==> src/rtl/core/acf_pkg.sv <==
// ----------------------------------------------------------------------------
// acf_pkg
// Shared constants, arctangent table and saturation helper for the
// attitude complementary filter.
// ----------------------------------------------------------------------------
package acf_pkg;

	localparam int ATAN_ITERATIONS_DEF = 16;
	localparam int ATAN_TABLE_LEN      = 24;
	localparam int ITER_CNT_W          = 5;
	localparam int WIDE_W              = 52;
	localparam logic [15:0] BLEND_RESET = 16'd6554;

	// 180 degrees in Q15.16
	localparam logic signed [31:0] ANGLE_180 = 32'sd11796480;

	// atan(2^-i) in Q.16 degrees
	function automatic logic signed [31:0] atan_entry(input logic [ITER_CNT_W-1:0] idx);
		logic signed [31:0] v;
		case (idx)
			5'd0:    v = 32'sd2949120;
			5'd1:    v = 32'sd1740967;
			5'd2:    v = 32'sd919879;
			5'd3:    v = 32'sd466945;
			5'd4:    v = 32'sd234379;
			5'd5:    v = 32'sd117304;
			5'd6:    v = 32'sd58666;
			5'd7:    v = 32'sd29335;
			5'd8:    v = 32'sd14668;
			5'd9:    v = 32'sd7334;
			5'd10:   v = 32'sd3667;
			5'd11:   v = 32'sd1833;
			5'd12:   v = 32'sd917;
			5'd13:   v = 32'sd458;
			5'd14:   v = 32'sd229;
			5'd15:   v = 32'sd115;
			5'd16:   v = 32'sd57;
			5'd17:   v = 32'sd29;
			5'd18:   v = 32'sd14;
			5'd19:   v = 32'sd7;
			5'd20:   v = 32'sd4;
			5'd21:   v = 32'sd2;
			5'd22:   v = 32'sd1;
			default: v = 32'sd0;
		endcase
		return v;
	endfunction

	// clamp a wide signed value to the int32 range
	function automatic logic signed [31:0] sat32(input logic signed [WIDE_W-1:0] v);
		logic signed [31:0] r;
		if (v > $signed({{(WIDE_W-31){1'b0}}, {31{1'b1}}})) begin
			r = 32'sh7FFFFFFF;
		end else if (v < $signed({{(WIDE_W-31){1'b1}}, {31{1'b0}}})) begin
			r = 32'sh80000000;
		end else begin
			r = v[31:0];
		end
		return r;
	endfunction

endpackage

==> src/rtl/core/acf_cordic.sv <==
// ----------------------------------------------------------------------------
// acf_cordic
// Iterative CORDIC atan2 in vectoring mode, one micro-rotation per cycle.
// ----------------------------------------------------------------------------
module acf_cordic #(
	parameter int ITERS = acf_pkg::ATAN_ITERATIONS_DEF
) (
	input  logic               clk,
	input  logic               arst_n,
	input  logic               start,
	input  logic signed [15:0] y_in,
	input  logic signed [15:0] x_in,
	output logic               done,
	output logic signed [31:0] angle
);

	localparam int NITER = (ITERS > acf_pkg::ATAN_TABLE_LEN) ? acf_pkg::ATAN_TABLE_LEN : ITERS;
	localparam logic [acf_pkg::ITER_CNT_W-1:0] CNT_LAST = acf_pkg::ITER_CNT_W'(NITER - 1);

	logic signed [33:0] x_q, y_q;
	logic signed [31:0] z_q;
	logic [acf_pkg::ITER_CNT_W-1:0] cnt_q;
	logic busy_q, done_q, zero_q;

	logic signed [33:0] xe, ye, x0, y0, xs, ys;
	logic signed [31:0] z0, tab;

	always_comb begin
		xe  = {{18{x_in[15]}}, x_in};
		ye  = {{18{y_in[15]}}, y_in};
		x0  = x_in[15] ? -xe : xe;
		y0  = x_in[15] ? -ye : ye;
		if (!x_in[15]) begin
			z0 = 32'sd0;
		end else if (y_in[15]) begin
			z0 = -acf_pkg::ANGLE_180;
		end else begin
			z0 = acf_pkg::ANGLE_180;
		end
		xs  = x_q >>> cnt_q;
		ys  = y_q >>> cnt_q;
		tab = acf_pkg::atan_entry(cnt_q);
	end

	always_ff @(posedge clk or negedge arst_n) begin
		if (!arst_n) begin
			busy_q <= 1'b0;
			done_q <= 1'b0;
			cnt_q  <= '0;
		end else begin
			done_q <= 1'b0;
			if (start) begin
				busy_q <= 1'b1;
				cnt_q  <= '0;
			end else if (busy_q) begin
				if (cnt_q == CNT_LAST) begin
					busy_q <= 1'b0;
					done_q <= 1'b1;
				end
				cnt_q <= cnt_q + 1'b1;
			end
		end
	end

	always_ff @(posedge clk) begin
		if (start) begin
			x_q    <= x0 <<< 14;
			y_q    <= y0 <<< 14;
			z_q    <= z0;
			zero_q <= (x_in == 16'sd0) && (y_in == 16'sd0);
		end else if (busy_q) begin
			if (!y_q[33]) begin
				x_q <= x_q + ys;
				y_q <= y_q - xs;
				z_q <= z_q + tab;
			end else begin
				x_q <= x_q - ys;
				y_q <= y_q + xs;
				z_q <= z_q - tab;
			end
		end
	end

	assign done  = done_q;
	assign angle = zero_q ? 32'sd0 : z_q;

endmodule

==> src/rtl/core/acf_rdiv.sv <==
// ----------------------------------------------------------------------------
// acf_rdiv
// Gyro increment rate*ms*4096/1000, rounded half away from zero, by a
// bit-serial restoring divider (one quotient bit per cycle).
// ----------------------------------------------------------------------------
module acf_rdiv (
	input  logic               clk,
	input  logic               arst_n,
	input  logic               start,
	input  logic signed [15:0] rate,
	input  logic [15:0]        ms,
	output logic               done,
	output logic signed [35:0] inc
);

	localparam int DW = 44;
	localparam logic [5:0] CNT_LAST = 6'(DW - 1);

	logic [DW-1:0] dq_q;
	logic [9:0]    rem_q;
	logic [5:0]    cnt_q;
	logic          busy_q, done_q, neg_q;

	logic [15:0] mag_r;
	logic [31:0] prod;
	logic [10:0] trial;
	logic        ge;
	logic signed [35:0] q;

	always_comb begin
		mag_r = rate[15] ? 16'(-rate) : 16'(rate);
		prod  = mag_r * ms;
		trial = {rem_q, dq_q[DW-1]};
		ge    = (trial >= 11'd1000);
		q     = {1'b0, dq_q[34:0]};
	end

	always_ff @(posedge clk or negedge arst_n) begin
		if (!arst_n) begin
			busy_q <= 1'b0;
			done_q <= 1'b0;
			cnt_q  <= '0;
		end else begin
			done_q <= 1'b0;
			if (start) begin
				busy_q <= 1'b1;
				cnt_q  <= '0;
			end else if (busy_q) begin
				if (cnt_q == CNT_LAST) begin
					busy_q <= 1'b0;
					done_q <= 1'b1;
				end
				cnt_q <= cnt_q + 1'b1;
			end
		end
	end

	always_ff @(posedge clk) begin
		if (start) begin
			dq_q  <= {prod, 12'd0} + 44'd500;
			rem_q <= '0;
			neg_q <= rate[15];
		end else if (busy_q) begin
			rem_q <= ge ? 10'(trial - 11'd1000) : trial[9:0];
			dq_q  <= {dq_q[DW-2:0], ge};
		end
	end

	assign done = done_q;
	assign inc  = neg_q ? -q : q;

endmodule

==> src/rtl/core/acf_smac.sv <==
// ----------------------------------------------------------------------------
// acf_smac
// Serial blend: ((65536-w)*pred + w*acc + 32768) >>> 16, saturated.
// One weight bit per cycle, shift-and-add.
// ----------------------------------------------------------------------------
module acf_smac (
	input  logic               clk,
	input  logic               arst_n,
	input  logic               start,
	input  logic [15:0]        weight,
	input  logic signed [31:0] pred,
	input  logic signed [31:0] acc,
	output logic               done,
	output logic signed [31:0] result
);

	localparam logic [4:0] CNT_LAST = 5'd16;

	logic signed [50:0] mp_q, ma_q, sum_q;
	logic [16:0] wc_q, wa_q;
	logic [4:0]  cnt_q;
	logic        busy_q, done_q;

	logic signed [50:0] addp, adda;
	logic signed [acf_pkg::WIDE_W-1:0] rnd;

	always_comb begin
		addp = wc_q[0] ? mp_q : 51'sd0;
		adda = wa_q[0] ? ma_q : 51'sd0;
		rnd  = ($signed({sum_q[50], sum_q}) + 52'sd32768) >>> 16;
	end

	always_ff @(posedge clk or negedge arst_n) begin
		if (!arst_n) begin
			busy_q <= 1'b0;
			done_q <= 1'b0;
			cnt_q  <= '0;
		end else begin
			done_q <= 1'b0;
			if (start) begin
				busy_q <= 1'b1;
				cnt_q  <= '0;
			end else if (busy_q) begin
				if (cnt_q == CNT_LAST) begin
					busy_q <= 1'b0;
					done_q <= 1'b1;
				end
				cnt_q <= cnt_q + 1'b1;
			end
		end
	end

	always_ff @(posedge clk) begin
		if (start) begin
			mp_q  <= {{19{pred[31]}}, pred};
			ma_q  <= {{19{acc[31]}}, acc};
			wc_q  <= 17'h10000 - {1'b0, weight};
			wa_q  <= {1'b0, weight};
			sum_q <= '0;
		end else if (busy_q) begin
			sum_q <= sum_q + addp + adda;
			mp_q  <= mp_q <<< 1;
			ma_q  <= ma_q <<< 1;
			wc_q  <= wc_q >> 1;
			wa_q  <= wa_q >> 1;
		end
	end

	assign done   = done_q;
	assign result = acf_pkg::sat32(rnd);

endmodule

==> src/rtl/core/attitude_complementary_filter_unit.sv <==
// ----------------------------------------------------------------------------
// attitude_complementary_filter_unit
// Pitch/roll complementary filter with yaw integration, Q15.16 degrees.
// ----------------------------------------------------------------------------
//
//   channel   dir   fields (low bit up)                               word
//   s_*       in    accel_x, accel_y, accel_z, rate_x, rate_y,       112 bits
//                   rate_z, elapsed_ms
//   m_*       out   pitch_angle, roll_angle, yaw_angle                96 bits
//   APB       in    blend_weight at bits 15:0                         32 bits
//
// One word at a time. The next input can be accepted once the result is
// loaded into the output register. The shared CORDIC runs pitch then roll,
// N = min(ATAN_ITERATIONS, 24) iterations each, while the 44-step gyro
// dividers run alongside, then the serial blender takes 17 steps each for
// pitch and roll. Reset clears all angles and loads blend_weight with 0.1.
// A result waiting on m_tready does not close the input; the next result is
// held back until it is taken.
// ----------------------------------------------------------------------------
module attitude_complementary_filter_unit #(
	parameter int ATAN_ITERATIONS = acf_pkg::ATAN_ITERATIONS_DEF
) (
	input  logic         clk,
	input  logic         arst_n,
	// accel_x, accel_y, accel_z, rate_x, rate_y, rate_z, elapsed_ms
	input  logic         s_tvalid,
	output logic         s_tready,
	input  logic [111:0] s_tdata,
	// pitch_angle, roll_angle, yaw_angle
	output logic         m_tvalid,
	input  logic         m_tready,
	output logic [95:0]  m_tdata,
	input  logic         psel,
	input  logic         penable,
	input  logic         pwrite,
	input  logic [2:0]   paddr,
	input  logic [31:0]  pwdata,
	output logic [31:0]  prdata,
	output logic         pready
);

	localparam logic [2:0] S_IDLE   = 3'd0;
	localparam logic [2:0] S_ATAN_P = 3'd1;
	localparam logic [2:0] S_ATAN_R = 3'd2;
	localparam logic [2:0] S_WAIT   = 3'd3;
	localparam logic [2:0] S_MAC_P  = 3'd4;
	localparam logic [2:0] S_MAC_R  = 3'd5;
	localparam logic [2:0] S_OUT    = 3'd6;

	logic [2:0]  state_q;
	logic [15:0] weight_q;
	logic signed [31:0] pitch_q, roll_q, yaw_q, accp_q, accr_q;
	logic signed [15:0] ay_q, az_q;
	logic        divdone_q, m_tvalid_q;
	logic [95:0] m_tdata_q;

	logic accept, cfg_wr;
	logic cor_start, cor_done;
	logic signed [15:0] cor_y, cor_x;
	logic signed [31:0] cor_z;
	logic dx_done, dy_done, dz_done;
	logic signed [35:0] inc_x, inc_y, inc_z;
	logic mac_start, mac_done;
	logic signed [31:0] mac_pred, mac_acc, mac_res;
	logic signed [31:0] pred_p, pred_r, yaw_n;

	assign pready   = 1'b1;
	assign cfg_wr   = psel && penable && pwrite && !paddr[2];
	assign prdata   = paddr[2] ? 32'd0 : {16'd0, weight_q};
	assign s_tready = (state_q == S_IDLE);
	assign accept   = s_tvalid && s_tready;
	assign m_tvalid = m_tvalid_q;
	assign m_tdata  = m_tdata_q;

	// pitch on accept, roll once pitch is done
	assign cor_start = accept || (state_q == S_ATAN_P && cor_done);
	assign cor_y     = accept ? $signed(s_tdata[15:0]) : ay_q;
	assign cor_x     = accept ? $signed(s_tdata[47:32]) : az_q;

	always_comb begin
		pred_p = acf_pkg::sat32({{20{pitch_q[31]}}, pitch_q} + {{16{inc_y[35]}}, inc_y});
		pred_r = acf_pkg::sat32({{20{roll_q[31]}}, roll_q} + {{16{inc_x[35]}}, inc_x});
		yaw_n  = acf_pkg::sat32({{20{yaw_q[31]}}, yaw_q} + {{16{inc_z[35]}}, inc_z});
	end

	assign mac_start = (state_q == S_WAIT && divdone_q) || (state_q == S_MAC_P && mac_done);
	assign mac_pred  = (state_q == S_WAIT) ? pred_p : pred_r;
	assign mac_acc   = (state_q == S_WAIT) ? accp_q : accr_q;

	acf_cordic #(.ITERS(ATAN_ITERATIONS)) u_cordic (
		.clk(clk), .arst_n(arst_n), .start(cor_start),
		.y_in(cor_y), .x_in(cor_x), .done(cor_done), .angle(cor_z)
	);

	acf_rdiv u_div_x (
		.clk(clk), .arst_n(arst_n), .start(accept), .rate($signed(s_tdata[63:48])),
		.ms(s_tdata[111:96]), .done(dx_done), .inc(inc_x)
	);

	acf_rdiv u_div_y (
		.clk(clk), .arst_n(arst_n), .start(accept), .rate($signed(s_tdata[79:64])),
		.ms(s_tdata[111:96]), .done(dy_done), .inc(inc_y)
	);

	acf_rdiv u_div_z (
		.clk(clk), .arst_n(arst_n), .start(accept), .rate($signed(s_tdata[95:80])),
		.ms(s_tdata[111:96]), .done(dz_done), .inc(inc_z)
	);

	acf_smac u_mac (
		.clk(clk), .arst_n(arst_n), .start(mac_start), .weight(weight_q),
		.pred(mac_pred), .acc(mac_acc), .done(mac_done), .result(mac_res)
	);

	// hold roll operands for the second CORDIC pass
	always_ff @(posedge clk) begin
		if (accept) begin
			ay_q <= $signed(s_tdata[31:16]);
			az_q <= $signed(s_tdata[47:32]);
		end
		if (state_q == S_ATAN_P && cor_done) begin
			accp_q <= -cor_z;
		end
		if (state_q == S_ATAN_R && cor_done) begin
			accr_q <= cor_z;
		end
	end

	always_ff @(posedge clk or negedge arst_n) begin
		if (!arst_n) begin
			state_q    <= S_IDLE;
			weight_q   <= acf_pkg::BLEND_RESET;
			pitch_q    <= '0;
			roll_q     <= '0;
			yaw_q      <= '0;
			divdone_q  <= 1'b0;
			m_tvalid_q <= 1'b0;
			m_tdata_q  <= '0;
		end else begin
			if (cfg_wr) begin
				weight_q <= pwdata[15:0];
			end
			// drop a taken word unless a new one is loaded in this cycle
			if (m_tvalid_q && m_tready && state_q != S_OUT) begin
				m_tvalid_q <= 1'b0;
			end
			// the three dividers run in lockstep
			if (accept) begin
				divdone_q <= 1'b0;
			end else if (dx_done && dy_done && dz_done) begin
				divdone_q <= 1'b1;
			end
			case (state_q)
				S_IDLE: begin
					if (accept) begin
						state_q <= S_ATAN_P;
					end
				end
				S_ATAN_P: begin
					if (cor_done) begin
						state_q <= S_ATAN_R;
					end
				end
				S_ATAN_R: begin
					if (cor_done) begin
						state_q <= S_WAIT;
					end
				end
				S_WAIT: begin
					if (divdone_q) begin
						yaw_q   <= yaw_n;
						state_q <= S_MAC_P;
					end
				end
				S_MAC_P: begin
					if (mac_done) begin
						pitch_q <= mac_res;
						state_q <= S_MAC_R;
					end
				end
				S_MAC_R: begin
					if (mac_done) begin
						roll_q  <= mac_res;
						state_q <= S_OUT;
					end
				end
				S_OUT: begin
					if (!m_tvalid_q || m_tready) begin
						m_tvalid_q <= 1'b1;
						m_tdata_q  <= {yaw_q, roll_q, pitch_q};
						state_q    <= S_IDLE;
					end
				end
				default: begin
					state_q <= S_IDLE;
				end
			endcase
		end
	end

	// an accepted word closes the input until its result is built
	a_busy_after_accept: assert property (@(posedge clk) disable iff (!arst_n)
		accept |=> !s_tready)
		else $error("input accepted again right after a word");

	a_cordic_in_atan: assert property (@(posedge clk) disable iff (!arst_n)
		cor_done |-> (state_q == S_ATAN_P || state_q == S_ATAN_R))
		else $error("CORDIC finished outside the atan phases");

	a_div_not_idle: assert property (@(posedge clk) disable iff (!arst_n)
		dx_done |-> (state_q != S_IDLE && state_q != S_OUT))
		else $error("gyro divider finished with no word in flight");

	a_mac_in_blend: assert property (@(posedge clk) disable iff (!arst_n)
		mac_done |-> (state_q == S_MAC_P || state_q == S_MAC_R))
		else $error("blend finished outside the blend phases");

endmodule
==> config.mk <==
export PLATFORM = sky130hd
export DESIGN_NAME = attitude_complementary_filter_unit
export DESIGN_NICKNAME = d
export VERILOG_FILES = /design/src/rtl/core/acf_pkg.sv /design/src/rtl/core/acf_cordic.sv /design/src/rtl/core/acf_rdiv.sv /design/src/rtl/core/acf_smac.sv /design/src/rtl/core/attitude_complementary_filter_unit.sv
export SDC_FILE = /design/constraint.sdc
export NUM_CORES = 2
export LEC_CHECK = 0
export BUFFER_PORTS_ARGS = -buffer_cell sky130_fd_sc_hd__buf_2
export CORE_MARGIN = 2
export CORE_UTILIZATION = 60
export DETAILED_ROUTE_END_ITERATION = 10
export PLACE_DENSITY = 0.77
export SYNTH_ARGS = -nofsm -noshare
export SYNTH_HDL_FRONTEND = slang
export SYNTH_SLANG_ARGS = --single-unit
==> constraint.sdc <==
create_clock -name clk -period 15.9 [get_ports clk]
set_input_delay 3.18 -clock clk [delete_from_list [all_inputs] [get_ports clk]]
set_output_delay 3.18 -clock clk [all_outputs]
set_load 0.01 [all_outputs]
==> flow_summary_export.csv <==
group,metric,value,unit
status,status,"complete, no violations",
critical_path,slowest_stage,"fa_1",
floorplanning,die_x,375,um
floorplanning,core_area,137000,um2
cts,path_clk_slew,0.06,ns
cts,cts-root-buf,"clkbuf_16",
drt,finalWirelength,211000,um
sta,fmax,0.0891,GHz
sta,fin_crit_sh,0.706,
critical_path,worstPathArrival,11.66,ns
finish,final-instance-count-excl-fill,10965,
synthesis,yosys_warnings,0,
grt,grt_overflow,0,
synthesis,synth_flop_cell,"edfxtp_1",
synthesis,synth-seq-cells,799,
critical_path,worstSetupPathType,"input port to flip-flop",
floorplanning,die_area,140000,um2
drt,avgViaCountPerCell,6.01,
placement,placed_cells,10803,
floorplanning,num_io_pins,285,
sta,setup_viol,0,
critical_path,cp-endpoint,"u_div_z.dq_q[42]",
cts,cts.sinks,799,
critical_path,rr_endpoint,"u_mac.mp_q[13]",
synthesis,synth_area_leaders,"fa_1 16%, edfxtp_1 15%, ha_1 9.0%, dfrtp_1 7.4%, nand2_1 5.8%",
floorplanning,chipHeight,375,um
cts,post-cts-setup-buffer-count,0,
cts,ctsResizeCount,0,
pwr,vdd_drop_max,327,uV
hold_path,min_path_type,"flip-flop to flip-flop",
drt,via_count,65926,
hold_path,hold_depth,2,
synthesis,synthCells,9111,
sta,rsz0062_at_grt,"no",
floorplanning,rows,136,
finish,final_common_cell,"nand2_1",
critical_path,startpoint,"s_tdata[80]",
finish,nNetsFinal,10486,
flow_run,drv_cap,0,
placement,place_congestion,0.971,
critical_path,path_common_cell,"fa_1",
sta,tns,0,ns
sta,final_hold_viol_count,0,
synthesis,yosys.area.top_type,"fa_1",
grt,grt_pass1_vias,66427,
drt,drc,0,
synthesis,synth.top_cell.area_share,0.155,
drt,drt_iter0_markers,5379,
synthesis,async_reset_ff_frac,0.314,
grt,antenna_found_initial,3,
critical_path,r2r_slack,7.96,ns
critical_path,r2r_cells,20,
placement,dp_hpwl,156000,um
critical_path,reg2reg_from,"u_div_y.dq_q[0]",
synthesis,synth_area,82500,um2
floorplanning,start_util,0.602,
critical_path,cp-start-kind,"input port",
critical_path,critPathCaptureType,"flip-flop",
synthesis,syn_area_per_cell,9.05,um2
grt,grt_pass1_wl,347000,um
cts,cts_max_level,3,
cts,cts_tree,"done",
pwr,power_leakage,40.4,nW
sta,slew_headroom,0.213,
sta,min_period,11.23,ns
critical_path,cp.required,16.33,ns
synthesis,synth.distinct_cells,103,
cts,clockBufferDepth,3,
synthesis,ys_seq_area_frac,0.261,
drt,firstDrtPassIters,8,
cts,clk_latency,0.71,ns
cts,ctsHoldBuffers,0,
grt,grt_usage,0.302,
drt,wire_per_inst,19.2,um
pwr,power.density,148,nW/um2
sta,tightest_slew,1.18,ns
drt,ant_nets,0,
finish,areaGrowthSynthToFinish,6.81,%
finish,final_cell_mix,"1264 x nand2_1, 963 x inv_1, 639 x fa_1, 596 x ha_1, 540 x nor2_1",
sta,timing_max_transition_violations_final,0,
critical_path,path_max_fanout,18,
finish,drive_gt1_frac,0.0908,
synthesis,synth_edf_count,423,
critical_path,cp_slowest_stage_delay,0.60,ns
cts,cts_buffers,86,
grt,grt_max_degree,104,
hold_path,worstHoldStart,"u_div_z.rem_q[9]",
placement,io_buffers,249,
sta,clock_skew,0.0393,ns
## power by group
| group | internal (mW) | total [mW] | switching [mW] |
|---|---|---|---|
| logic | 3.69 | 8.73 | 5.04 |
| registers | 2.17 | 2.19 | 0.0156 |
| clock network | 1.19 | 2.09 | 0.894 |
| total | 7.06 | 13.0 | 5.95 |
## flip-flops by register name, indices dropped and copies added, names as in the netlist, 16 cells and up
register      count
accp_q           32
accr_q           32
ay_q             16
az_q             16
m_tdata          96
pitch_q          32
roll_q           32
u_cordic.x_q     34
u_cordic.y_q     34
u_cordic.z_q     32
u_div_x.dq_q     44
u_div_y.dq_q     44
u_div_z.dq_q     44
u_mac.ma_q       51
u_mac.mp_q       51
u_mac.sum_q      51
u_mac.wa_q       16
u_mac.wc_q       17
weight_q         16
yaw_q            32
## kinds of logic (layout without fill, tap and decap cells)
family / Yosys count / after routing / synth area share
xor+xnor: 646 / 646 / 0.0686
mux: 356 / 356 / 0.0592
compound gates: 1743 / 1743 / 0.134
buf+inv: 1430 / 1472 / 0.0670
flops: 799 / 799 / 0.261
other cells: 2 / 20 / 0.0000911
simple gates: 2900 / 2900 / 0.165
fa+ha+maj: 1235 / 1235 / 0.246
## worst min-delay path by stage
stage and to:
3_3_place_gp u_div_y.rem_q[9], 6_report u_div_z.rem_q[9], 4_1_cts u_div_y.rem_q[9], 5_1_grt u_div_x.rem_q[9], 3_5_place_dp u_div_y.rem_q[9], 2_1_floorplan u_div_x.rem_q[9]
## cell type report
class,count,area (um2)
Antenna cell,3,7.51
Multi-Input combinational cell,6897,55800
Clock inverter,37,462
Inverter,973,3660
Timing Repair Buffer,340,1940
Tap cell,1794,2240
Fill cell,11136,48900
Sequential cell,799,21500
Clock buffer,122,2470
## critical path, delay by kind of cell
| family | cells | cell delay [ns] |
|---|---|---|
| and+or+nand+nor | 6 | 1.15 |
| buffers and inverters | 6 | 0.81 |
| xor gates and xnor gates | 2 | 0.32 |
| AOI/OAI and AO/OA | 9 | 2.58 |
| adders and majority gates | 8 | 3.60 |
## synth_stat cells, types with 14 or more instances
cell type / instances
or2_2: 36
nand2_1: 1268
xnor2_1: 454
a221oi_1: 24
a21o_1: 248
and3_1: 47
ha_1: 596
o211ai_1: 24
xor2_1: 192
or3_1: 66
or4_1: 38
a21oi_1: 479
and4_1: 16
o31ai_1: 76
o21a_1: 43
dfxtp_1: 125
buf_2: 25
o21bai_1: 43
a31oi_1: 94
clkbuf_1: 375
a21boi_0: 14
nand2b_1: 79
nor3_1: 98
o21ai_0: 403
inv_1: 965
nand3_1: 95
o31a_1: 15
and2_1: 403
mux2i_1: 123
mux4_2: 82
edfxtp_1: 423
fa_1: 639
nor2_1: 543
nand4_1: 58
o22ai_1: 42
buf_4: 22
nor2b_1: 92
mux2_2: 143
o41ai_1: 21
buf_1: 29
a211oi_1: 73
dfrtp_1: 244
## metal layers
| layer | vias up | GRT usage | wire length, um | share of wire |
|---|---|---|---|---|
| met4 | 0 | 0.117 | 8600 | 0.041 |
| met5 | - | 0 | 0 | 0 |
| li1 | 30757 | - | - | - |
| met2 | 2414 | 0.495 | 99300 | 0.47 |
| met3 | 522 | 0.0412 | 14100 | 0.067 |
| met1 | 32233 | 0.408 | 89000 | 0.42 |
## metrics by stage
stage / utilization / worst slack, ns / hold WS, ns / total power, mW / instance area [um2]
6_report: 0.643 / 4.67 / 0.458 / 13.0 / 88100
5_1_grt: 0.643 / 4.26 / 0.478 / 14.3 / 88100
4_1_cts: 0.643 / 4.72 / 0.461 / 13.1 / 88100
3_5_place_dp: 0.622 / 4.00 / 0.452 / 10.9 / 85100
3_3_place_gp: 0.622 / 4.17 / 0.438 / 10.7 / 85100
2_1_floorplan: - / 4.97 / 0.431 / 8.87 / 82500
Power figures use the tool's default switching activity.
